==> src/sv/rtpi_pkg.sv <==
// Shared types and constant tables for the terminal palette index block.
// Holds the ANSI colour table, the cube levels and the gray ramp constants.
// No dependencies.
package rtpi_pkg;

   localparam int ChanWidth  = 8;
   localparam int IndexWidth = 8;
   localparam int DistWidth  = 18;   // three 8-bit squares summed
   localparam int DigitWidth = 3;

   localparam int AnsiCount  = 16;
   localparam int CubeCount  = 216;
   localparam int GrayCount  = 24;
   localparam int XtermBase  = 16;
   localparam int CubeSide   = 6;
   localparam int GrayBase   = 8;
   localparam int GrayStep   = 10;

   localparam logic [IndexWidth-1:0] AnsiLast  = IndexWidth'(AnsiCount - 1);
   localparam logic [IndexWidth-1:0] XtermLast = IndexWidth'(CubeCount + GrayCount - 1);
   localparam logic [IndexWidth-1:0] GrayFirst = IndexWidth'(CubeCount);
   localparam logic [DigitWidth-1:0] DigitLast = DigitWidth'(CubeSide - 1);

   // 16 standard ANSI colours, 24-bit RGB
   localparam logic [23:0] AnsiRgb [AnsiCount] = '{
      24'h000000, 24'h800000, 24'h008000, 24'h808000,
      24'h000080, 24'h800080, 24'h008080, 24'hc0c0c0,
      24'h808080, 24'hff0000, 24'h00ff00, 24'hffff00,
      24'h0000ff, 24'hff00ff, 24'h00ffff, 24'hffffff
   };

   // channel levels of the 6x6x6 cube
   localparam logic [ChanWidth-1:0] CubeLevel [CubeSide] = '{
      8'h00, 8'h5f, 8'h87, 8'haf, 8'hd7, 8'hff
   };

   typedef struct packed {
      logic [ChanWidth-1:0] red;
      logic [ChanWidth-1:0] green;
      logic [ChanWidth-1:0] blue;
   } rgb_type;

   // one palette entry issued to the distance unit
   typedef struct packed {
      logic                  valid;
      logic                  last;
      logic [IndexWidth-1:0] index;
      rgb_type               colour;
   } probe_type;

   // distance returned by the distance unit
   typedef struct packed {
      logic                  valid;
      logic                  last;
      logic [IndexWidth-1:0] index;
      logic [DistWidth-1:0]  distance;
   } dist_type;

endpackage

==> src/sv/rtpi_dist.sv <==
// Shared squared-distance unit: two register stages, absolute channel gaps
// then the sum of their squares. Depends on rtpi_pkg.
module rtpi_dist
   import rtpi_pkg::*;
(
   input  logic      clock,
   input  logic      reset,
   input  rgb_type   pixel,
   input  probe_type probe,
   output dist_type  result
);

   logic                  s1_valid_ff, s1_valid_in;
   logic                  s1_last_ff;
   logic [IndexWidth-1:0] s1_index_ff;
   logic [ChanWidth-1:0]  gap_r_ff, gap_g_ff, gap_b_ff;
   logic [ChanWidth-1:0]  gap_r_in, gap_g_in, gap_b_in;

   logic                  s2_valid_ff;
   logic                  s2_last_ff;
   logic [IndexWidth-1:0] s2_index_ff;
   logic [DistWidth-1:0]  dist_ff, dist_in;
   logic [15:0]           sq_r, sq_g, sq_b;

   // stage 1: absolute gaps per channel
   always_comb begin
      s1_valid_in = probe.valid;
      gap_r_in = (pixel.red > probe.colour.red) ? pixel.red - probe.colour.red
                                                : probe.colour.red - pixel.red;
      gap_g_in = (pixel.green > probe.colour.green) ? pixel.green - probe.colour.green
                                                    : probe.colour.green - pixel.green;
      gap_b_in = (pixel.blue > probe.colour.blue) ? pixel.blue - probe.colour.blue
                                                  : probe.colour.blue - pixel.blue;
   end

   // stage 2: sum of squares
   always_comb begin
      sq_r    = 16'(gap_r_ff) * 16'(gap_r_ff);
      sq_g    = 16'(gap_g_ff) * 16'(gap_g_ff);
      sq_b    = 16'(gap_b_ff) * 16'(gap_b_ff);
      dist_in = DistWidth'(sq_r) + DistWidth'(sq_g) + DistWidth'(sq_b);
   end

   always_ff @(posedge clock) begin
      if (reset) begin
         s1_valid_ff <= 1'b0;
         s2_valid_ff <= 1'b0;
      end else begin
         s1_valid_ff <= s1_valid_in;
         s2_valid_ff <= s1_valid_ff;
      end
   end

   always_ff @(posedge clock) begin
      s1_last_ff  <= probe.last;
      s1_index_ff <= probe.index;
      gap_r_ff    <= gap_r_in;
      gap_g_ff    <= gap_g_in;
      gap_b_ff    <= gap_b_in;
      s2_last_ff  <= s1_last_ff;
      s2_index_ff <= s1_index_ff;
      dist_ff     <= dist_in;
   end

   assign result = '{valid: s2_valid_ff, last: s2_last_ff,
                     index: s2_index_ff, distance: dist_ff};

endmodule

==> src/sv/rtpi_seq.sv <==
// Scan sequencer: takes a request, walks the palette one entry a cycle,
// keeps the best distance and holds the response. Depends on rtpi_pkg.
module rtpi_seq
   import rtpi_pkg::*;
(
   input  logic                  clock,
   input  logic                  reset,
   input  logic                  req_valid,
   output logic                  req_ready,
   input  rgb_type               req_rgb,
   input  logic                  mode,
   input  logic                  rsp_ready,
   output logic                  rsp_valid,
   output logic [IndexWidth-1:0] rsp_palette_index,
   output rgb_type               pixel,
   output probe_type             probe,
   input  dist_type              result
);

   typedef enum logic [3:0] {
      StIdle  = 4'b0001,
      StScan  = 4'b0010,
      StDrain = 4'b0100,
      StHold  = 4'b1000
   } state_type;

   state_type             state_ff, state_in;
   rgb_type               pixel_ff, pixel_in;
   logic                  mode_ff, mode_in;
   logic [IndexWidth-1:0] idx_ff, idx_in;
   logic [DigitWidth-1:0] cr_ff, cg_ff, cb_ff, cr_in, cg_in, cb_in;
   logic [ChanWidth-1:0]  gray_ff, gray_in;
   logic [DistWidth-1:0]  best_ff, best_in;
   logic [IndexWidth-1:0] best_idx_ff, best_idx_in;
   logic                  rsp_valid_ff, rsp_valid_in;
   logic [IndexWidth-1:0] rsp_index_ff, rsp_index_in;
   logic                  accept, is_last, out_free;
   rgb_type               colour;

   assign accept    = req_valid && req_ready;
   assign req_ready = (state_ff == StIdle);
   assign out_free  = !rsp_valid_ff || rsp_ready;
   assign is_last   = mode_ff ? (idx_ff == XtermLast) : (idx_ff == AnsiLast);

   // colour of the entry being issued
   always_comb begin
      colour = '{red: CubeLevel[cr_ff], green: CubeLevel[cg_ff], blue: CubeLevel[cb_ff]};
      if (!mode_ff) begin
         colour = AnsiRgb[idx_ff[3:0]];
      end else if (idx_ff >= GrayFirst) begin
         colour = '{red: gray_ff, green: gray_ff, blue: gray_ff};
      end
   end

   assign pixel = pixel_ff;
   assign probe = '{valid: (state_ff == StScan), last: is_last,
                    index: idx_ff, colour: colour};

   // sequencer and entry counters
   always_comb begin
      state_in = state_ff;
      pixel_in = pixel_ff;
      mode_in  = mode_ff;
      idx_in   = idx_ff;
      cr_in    = cr_ff;
      cg_in    = cg_ff;
      cb_in    = cb_ff;
      gray_in  = gray_ff;
      unique case (state_ff)
         StIdle: begin
            if (accept) begin
               pixel_in = req_rgb;
               mode_in  = mode;
               idx_in   = '0;
               cr_in    = '0;
               cg_in    = '0;
               cb_in    = '0;
               gray_in  = ChanWidth'(GrayBase);
               state_in = StScan;
            end
         end
         StScan: begin
            idx_in = idx_ff + 1'b1;
            // step the cube digits, blue fastest
            if (cb_ff == DigitLast) begin
               cb_in = '0;
               if (cg_ff == DigitLast) begin
                  cg_in = '0;
                  cr_in = cr_ff + 1'b1;
               end else begin
                  cg_in = cg_ff + 1'b1;
               end
            end else begin
               cb_in = cb_ff + 1'b1;
            end
            if (idx_ff >= GrayFirst) begin
               gray_in = gray_ff + ChanWidth'(GrayStep);
            end
            if (is_last) begin
               state_in = StDrain;
            end
         end
         StDrain: begin
            if (result.valid && result.last) begin
               state_in = StHold;
            end
         end
         StHold: begin
            if (out_free) begin
               state_in = StIdle;
            end
         end
         default: state_in = StIdle;
      endcase
   end

   // running minimum, later entry wins a tie
   always_comb begin
      best_in     = best_ff;
      best_idx_in = best_idx_ff;
      if (result.valid && ((result.index == '0) || (result.distance <= best_ff))) begin
         best_in     = result.distance;
         best_idx_in = result.index;
      end
   end

   // response register
   always_comb begin
      rsp_valid_in = rsp_valid_ff && !rsp_ready;
      rsp_index_in = rsp_index_ff;
      if ((state_ff == StHold) && out_free) begin
         rsp_valid_in = 1'b1;
         rsp_index_in = mode_ff ? best_idx_ff + IndexWidth'(XtermBase) : best_idx_ff;
      end
   end

   always_ff @(posedge clock) begin
      if (reset) begin
         state_ff     <= StIdle;
         rsp_valid_ff <= 1'b0;
      end else begin
         state_ff     <= state_in;
         rsp_valid_ff <= rsp_valid_in;
      end
   end

   always_ff @(posedge clock) begin
      pixel_ff     <= pixel_in;
      mode_ff      <= mode_in;
      idx_ff       <= idx_in;
      cr_ff        <= cr_in;
      cg_ff        <= cg_in;
      cb_ff        <= cb_in;
      gray_ff      <= gray_in;
      best_ff      <= best_in;
      best_idx_ff  <= best_idx_in;
      rsp_index_ff <= rsp_index_in;
   end

   assign rsp_valid         = rsp_valid_ff;
   assign rsp_palette_index = rsp_index_ff;

endmodule

==> src/sv/rgb_to_terminal_palette_index.sv <==
// Top level of the nearest terminal palette colour block.
// Instantiates rtpi_seq and rtpi_dist; depends on rtpi_pkg.
//
// Finds the palette entry nearest to a 24-bit RGB colour by squared distance,
// a later entry winning a tie. csr_write_data selects the palette: 0 gives the
// 16 ANSI colours (index 0..15), 1 the 6x6x6 cube plus 24 grays (16..255).
// Entries are fed one a cycle through a single two-stage distance unit, and the
// response becomes valid once the last entry's distance has left the unit and
// the output register is free; req_ready is low until then. A finished
// response sits in an output register, and the next request is taken while
// it waits.
module rgb_to_terminal_palette_index
   import rtpi_pkg::*;
(
   input  logic                  clock,
   input  logic                  reset,
   input  logic                  req_valid,
   output logic                  req_ready,
   input  logic [ChanWidth-1:0]  req_red,
   input  logic [ChanWidth-1:0]  req_green,
   input  logic [ChanWidth-1:0]  req_blue,
   output logic                  rsp_valid,
   input  logic                  rsp_ready,
   output logic [IndexWidth-1:0] rsp_palette_index,
   input  logic                  csr_write_enable,
   input  logic                  csr_write_data
);

   logic      palette_select_ff;
   rgb_type   req_rgb;
   rgb_type   pixel;
   probe_type probe;
   dist_type  result;

   // palette select register
   always_ff @(posedge clock) begin
      if (reset) begin
         palette_select_ff <= 1'b0;
      end else if (csr_write_enable) begin
         palette_select_ff <= csr_write_data;
      end
   end

   assign req_rgb = '{red: req_red, green: req_green, blue: req_blue};

   rtpi_seq u_seq (
      .clock             (clock),
      .reset             (reset),
      .req_valid         (req_valid),
      .req_ready         (req_ready),
      .req_rgb           (req_rgb),
      .mode              (palette_select_ff),
      .rsp_ready         (rsp_ready),
      .rsp_valid         (rsp_valid),
      .rsp_palette_index (rsp_palette_index),
      .pixel             (pixel),
      .probe             (probe),
      .result            (result)
   );

   rtpi_dist u_dist (
      .clock  (clock),
      .reset  (reset),
      .pixel  (pixel),
      .probe  (probe),
      .result (result)
   );

endmodule

==> config.mk <==
export PLATFORM = sky130hd
export DESIGN_NAME = rgb_to_terminal_palette_index
export DESIGN_NICKNAME = d
export VERILOG_FILES = /design/src/sv/rtpi_pkg.sv /design/src/sv/rtpi_dist.sv /design/src/sv/rtpi_seq.sv /design/src/sv/rgb_to_terminal_palette_index.sv
export SDC_FILE = /design/constraint.sdc
export NUM_CORES = 1
export LEC_CHECK = 0
export BUFFER_PORTS_ARGS = -buffer_cell sky130_fd_sc_hd__buf_4
export CORE_MARGIN = 2
export CORE_UTILIZATION = 45
export CTS_BUF_LIST = sky130_fd_sc_hd__clkbuf_8
export DETAILED_ROUTE_END_ITERATION = 8
export PLACE_DENSITY = 0.58
export SLEW_MARGIN = 10
export SYNTH_ARGS = -nofsm -noshare
export SYNTH_HDL_FRONTEND = slang
export SYNTH_SLANG_ARGS = --single-unit
==> constraint.sdc <==
create_clock -name clock -period 12.6 [get_ports clock]
set_clock_uncertainty 0.05 [all_clocks]
set_input_delay 2.52 -clock clock [delete_from_list [all_inputs] [get_ports clock]]
set_output_delay 2.52 -clock clock [all_outputs]
set_load 0.005 [all_outputs]
# Yosys cells after proc, flatten, opt, wreduce, memory -nomap -nowiden
# Memory sizes are Yosys's and may differ from the RTL's.
# Cells that the tools add are included.
# W data, S select, Z words.
dict set report op_classes {
  addsub 14
  n_mul 3
  n_lt_le_gt_ge 9
  n_eq_ne 15
  n_mux 35
  n_bitwise 4
  n_reduce_logical 17
}
# cell n
set ops {}
lappend ops {{$mux W8} 13}
lappend ops {{$mux W24} 4}
lappend ops {{$mul A8 B8 Y16} 3}
lappend ops {{$sub A8 B8 Y8} 6}
lappend ops {{$pmux W8 S2} 2}
lappend ops {{$gt A8 B8 Y1} 3}
lappend ops {{$add A18 B16 Y18} 1}
lappend ops {{$le A18 B18 Y1} 1}
lappend ops {{$mux W3} 6}
lappend ops {{$pmux W3 S2} 3}
lappend ops {{$add A16 B16 Y17} 1}
lappend ops {{$mux W4} 4}
lappend ops {{$pmux W4 S4} 1}
lappend ops {{$ge A4 B4 Y1 const B} 3}
lappend ops {{$not A3 Y4} 3}
lappend ops {{$ne A2 B2 Y1 const B} 5}
lappend ops {{$add A3 B1 Y3 const B} 3}
lappend ops {{$add A8 B1 Y8 const B} 1}
lappend ops {{$add A8 B4 Y8 const B} 1}
lappend ops {{$add A8 B5 Y8 const B} 1}
lappend ops {{$eq A8 B4 Y1 const B} 1}
lappend ops {{$eq A8 B8 Y1 const B} 1}
lappend ops {{$ge A8 B8 Y1 const B} 1}
lappend ops {{$logic_not A8 Y1} 1}
lappend ops {{other kinds (16)} 28}
dict set report totals {
  regBits 152
  mem_bits_ro 576
  input_bits 30
  output_inout_bits 10
  n_memories 4
}
# memory words word_bits read_ports rd_ports_with_merged_regs write_ports line
set memory_table {}
lappend memory_table {{(name not given)} 16 24 1 0 0 rtpi_seq.sv:49} ;# colour = AnsiRgb[idx_ff[3:0]];
lappend memory_table {{(name not given)} 8 8 1 0 0 rtpi_seq.sv:47} ;# colour = '{red: CubeLevel[cr_ff], green: CubeLevel[cg_ff], blue: CubeLevel[cb_ff]};
lappend memory_table {{(name not given)} 8 8 1 0 0 rtpi_seq.sv:47}
lappend memory_table {{(name not given)} 8 8 1 0 0 rtpi_seq.sv:47}

# Longest topological paths before layout
dict set report depth {
  ltp_word 8
  mapped_depth 31
  mapped_depth_nobuf 30
}

# Cells and area by module
# A second synthesis with hierarchy kept.
dict set report hier_totals {
  cells_unflattened 1277
  hier_area_um2 13073.8
}
# mod instances cells_per_inst area_each_um2 seq_area_each_um2
set modules_own_cells {}
lappend modules_own_cells {rtpi_dist 1 924 8722.1 1241.2}
lappend modules_own_cells {rtpi_seq 1 350 4317.9 2592.5}
lappend modules_own_cells {rgb_to_terminal_palette_index 1 3 33.8 20.0}

# Worst setup path after synthesis
# Ideal clock, no wire load.
dict set report synth_timing {
  path_kind {reg-to-reg}
  startpoint {register u_dist.gap_r_ff[5]}
  endpoint {register u_dist.dist_ff[17]}
  setup_time_ps 106
  arrival_time_ps 7845
  required_ps 12444
  slack_ps 4599
  path_stages_with_launch 29
  n_path_buf 1
  synth_period_minus_slack_ps 8001
  path_cell_list {dfxtp_1 > clkbuf_1 > nand2_1 > fa_1 > fa_1 > inv_1 > fa_1 > fa_1 > fa_1 > inv_1 > fa_1 > inv_1 > ha_1 > a21oi_1 > xor2_1 > fa_1 > fa_1 > inv_1 > fa_1 > inv_1 > fa_1 > inv_1 > ha_1 > o21a_1 > o31a_1 > o21ai_0 > a21oi_1 > a31oi_1 > o311ai_0}
}
dict set report synth_via {
  elab_chain_len 3
}
# element line
set synth_lines {}
lappend synth_lines {{start, declared} rtpi_dist.sv:16} ;# logic [ChanWidth-1:0] gap_r_ff, gap_g_ff, gap_b_ff;
lappend synth_lines {{start signal, assigned} rtpi_dist.sv:57} ;# gap_r_ff <= gap_r_in;
lappend synth_lines {{$mul A8 B8 Y16} rtpi_dist.sv:38} ;# sq_r = 16'(gap_r_ff) * 16'(gap_r_ff);
lappend synth_lines {{$add A16 B16 Y17} rtpi_dist.sv:41} ;# dist_in = DistWidth'(sq_r) + DistWidth'(sq_g) + DistWidth'(sq_b);
lappend synth_lines {{$add A18 B16 Y18} rtpi_dist.sv:41}
lappend synth_lines {{net u_dist.dist_in[17]} rtpi_dist.sv:22} ;# logic [DistWidth-1:0] dist_ff, dist_in;
lappend synth_lines {{end signal, assigned} rtpi_dist.sv:62} ;# dist_ff <= dist_in;
lappend synth_lines {{end, declared} rtpi_dist.sv:22}
# The timed path passes the listed nets, and every way through them passes these cells.
# A chain may end at the register's enable or synchronous reset.

# Final worst setup path
dict set report layout_timing {
  startpoint {register u_dist.gap_r_ff[0]}
  endpoint {register u_dist.dist_ff[17]}
}
# Same word-level chain as after synthesis.

==> impl_results.md <==
* Cts hold-fix bufs at 0
* Netlist cell types at 60
* Max FFs per register at 24
* Setup CP Type: reg2reg
* Reg-to-Reg Start: u_dist.gap_r_ff[0]
* Setup WS post-layout at 4.118 ns
* Worst path required time at 12.90 ns
* Setup Fix Bufs, Post-CTS at 0
* Ant. Diodes at 0
* Synth top area share at 18.58%
* DP Worst Slack at 4.087 ns
* Starting Density at 45.51%
* Input/output buffers at 39
* CTS buffer count at 17
* Clock transition at path regs at 0.09 ns
* GR Util met3 at 3.286%
* Worst slew pin tran at 1.076 ns
* Max Clk Rate at 0.1179 GHz
* GRT overflow at 0
* Clock sink total at 151
* Die Y-Extent at 176.7 um
* Tot GR Track Use at 17.80%
* Arr. time, crit path at 8.79 ns
* Hold Startpoint: u_dist.s1_index_ff[6]
* Die area at 31210 um^2
* Non-Filler Instances at 1799
* Root Driver: clkbuf_8
* Share of flip-flops with an asynchronous set or reset at 0%
* Avg WL per Cell at 14.34 um
* Grt met1 use at 22.73%
* Initial antenna violation count at 0
* Vias/cell at 5.039
* Synthesized Nets at 1691
* Layout cell share with drive strength beyond 1 at 6.388%
* Mapped Avg Cell Area at 9.852 um^2
* Worst setup path start: u_dist.gap_r_ff[0]
* CTS tree: done
* Routed wire length at 25.81 mm
* Row Count at 63
* Crit start category: flop
* Final ANT Viol Nets at 0
* Worst-path maximum fanout at 11
* Top cells by area, synth: edfxtp_1 (19%), fa_1 (18%), ha_1 (16%)
* Worst setup EP type: flop
* Number of global-route vias before repair at 9189
* Cell area after synthesis at 13420 um^2
* Placed cells at 1767
* Synth Register Bits at 151
* Longest Clk Path Bufs at 2
* EDFF count, synth at 83
* Fin nets at 1725
* Hpwl dp at 21.21 mm
* Iteration count of the initial detailed-routing pass at 5
* Final setup violation count at 0
* DIE WIDTH at 176.7 um
* Most frequent cell after synthesis: inv_1
* Max-cap violations at 0
* Synth top cells by count: inv_1 (264), ha_1 (176), fa_1 (123)
* RePlAce Congestion at 0.8095
* H-Tree Depth at 4
* Core box area at 29480 um^2
* Slew Viols, Final at 0
* 1st-iter DRT viols at 515
* GRT met2 Usage at 30.71%
* Final Hold Vio Count at 0
* Area grow syn2layout at 7.767%
* Fin Setup TNS at 0 ns
* Status: complete, no violations
* Post-synthesis sequential area ratio at 28.72%
* Slew headroom at 28.20%
* Post-route minimum period at 8.482 ns
* Cells after Synth at 1362
* Tightest Hold Check Type: reg2reg
* IO Count at 40
* Post-CTS Resized at 0
* Largest net degree at the start of global routing at 37
* Final hold slack at 0.2830 ns
* DRC at 0
* Synth warn at 0
* Global-route wire length before repair at 44.04 mm
* GR peak layer: met2
* Via count at 9065
* Synth area leader: edfxtp_1
* Main flop type after synthesis: edfxtp_1
* Tcrit/Tclk final at 67.32%
* RSZ-0062 raised after global routing: no
* Worst-skew pair later-pin latency at 0.48 ns
==> worst paths after layout <==
check,to,slack [ns],cells after the start
worst min register to register,u_dist.s2_index_ff[6],0.28,0
worst max-delay path,u_dist.dist_ff[17],4.12,27
worst min-delay path,u_dist.s2_index_ff[6],0.28,0
worst max register to register,u_dist.dist_ff[17],4.12,27
==> final cells by class <==
type	instances	area [um^2]
clock inverter	14	116.4
sequential	151	3854
fill	2823	15020
tap	390	488.0
timing repair buffer	42	315.3
inverter	264	991.0
clock buffer	18	247.7
multi-input combinational	920	8448
==> placed cells by master (no fill, tap or decap), drive strengths merged, types with 7 or more instances in the layout <==
cell    count
and3        7
nand3      18
mux2i      17
and2       61
nor2       68
fa        123
nor2b      23
dfxtp      68
buf        42
a21o       28
o21ai      40
xor2       25
ha        176
nand2      83
nand4      18
inv       272
edfxtp     83
clkbuf     18
xnor2      40
o21a        7
a31oi       8
a211oi     11
a21oi      82
nor3       13
==> per-layer routing <==
metal  share of wire (%)  routed length, um
met1                  46              11770
met2                  49              12730
met3                 3.3                847
met4                 1.8                458
met5                   0                  0
==> metrics by stage <==
stage / util, % / cell area [um^2]
2_1_floorplan: - / 13420
3_3_place_gp: 47.81 / 14090
3_5_place_dp: 47.81 / 14090
4_1_cts: 49.05 / 14460
5_1_grt: 49.05 / 14460
6_report: 49.05 / 14460
==> worst max-delay path: stages, from the launching register on <==
cell	delay (ns)
dfxtp_1	0.49
nand2_1	0.18
fa_1	0.54
fa_1	0.54
inv_1	0.05
fa_1	0.51
fa_1	0.44
fa_1	0.54
inv_1	0.05
fa_1	0.54
inv_1	0.04
ha_1	0.33
a21oi_1	0.17
xor2_1	0.19
fa_1	0.46
fa_1	0.52
inv_1	0.05
fa_1	0.47
inv_1	0.05
fa_1	0.53
inv_1	0.04
ha_1	0.32
o21a_1	0.14
o31a_1	0.17
o21ai_0	0.11
a21oi_1	0.29
a31oi_1	0.19
o311ai_0	0.37
==> logic make-up after synthesis <==
kind of cell	count (synthesis)	synth area share, %
and+or+nand+nor	316	11.82
xor gates and xnor gates	65	4.243
muxes	22	1.688
adders and majority gates	299	34.76
buffers and inverters	291	8.327
DFF	151	28.72
AOI/OAI and AO/OA	218	10.43
Power is left out: the tool's default activity adds up to more than one toggle a clock period on the data nets, which glitch-free logic cannot reach.
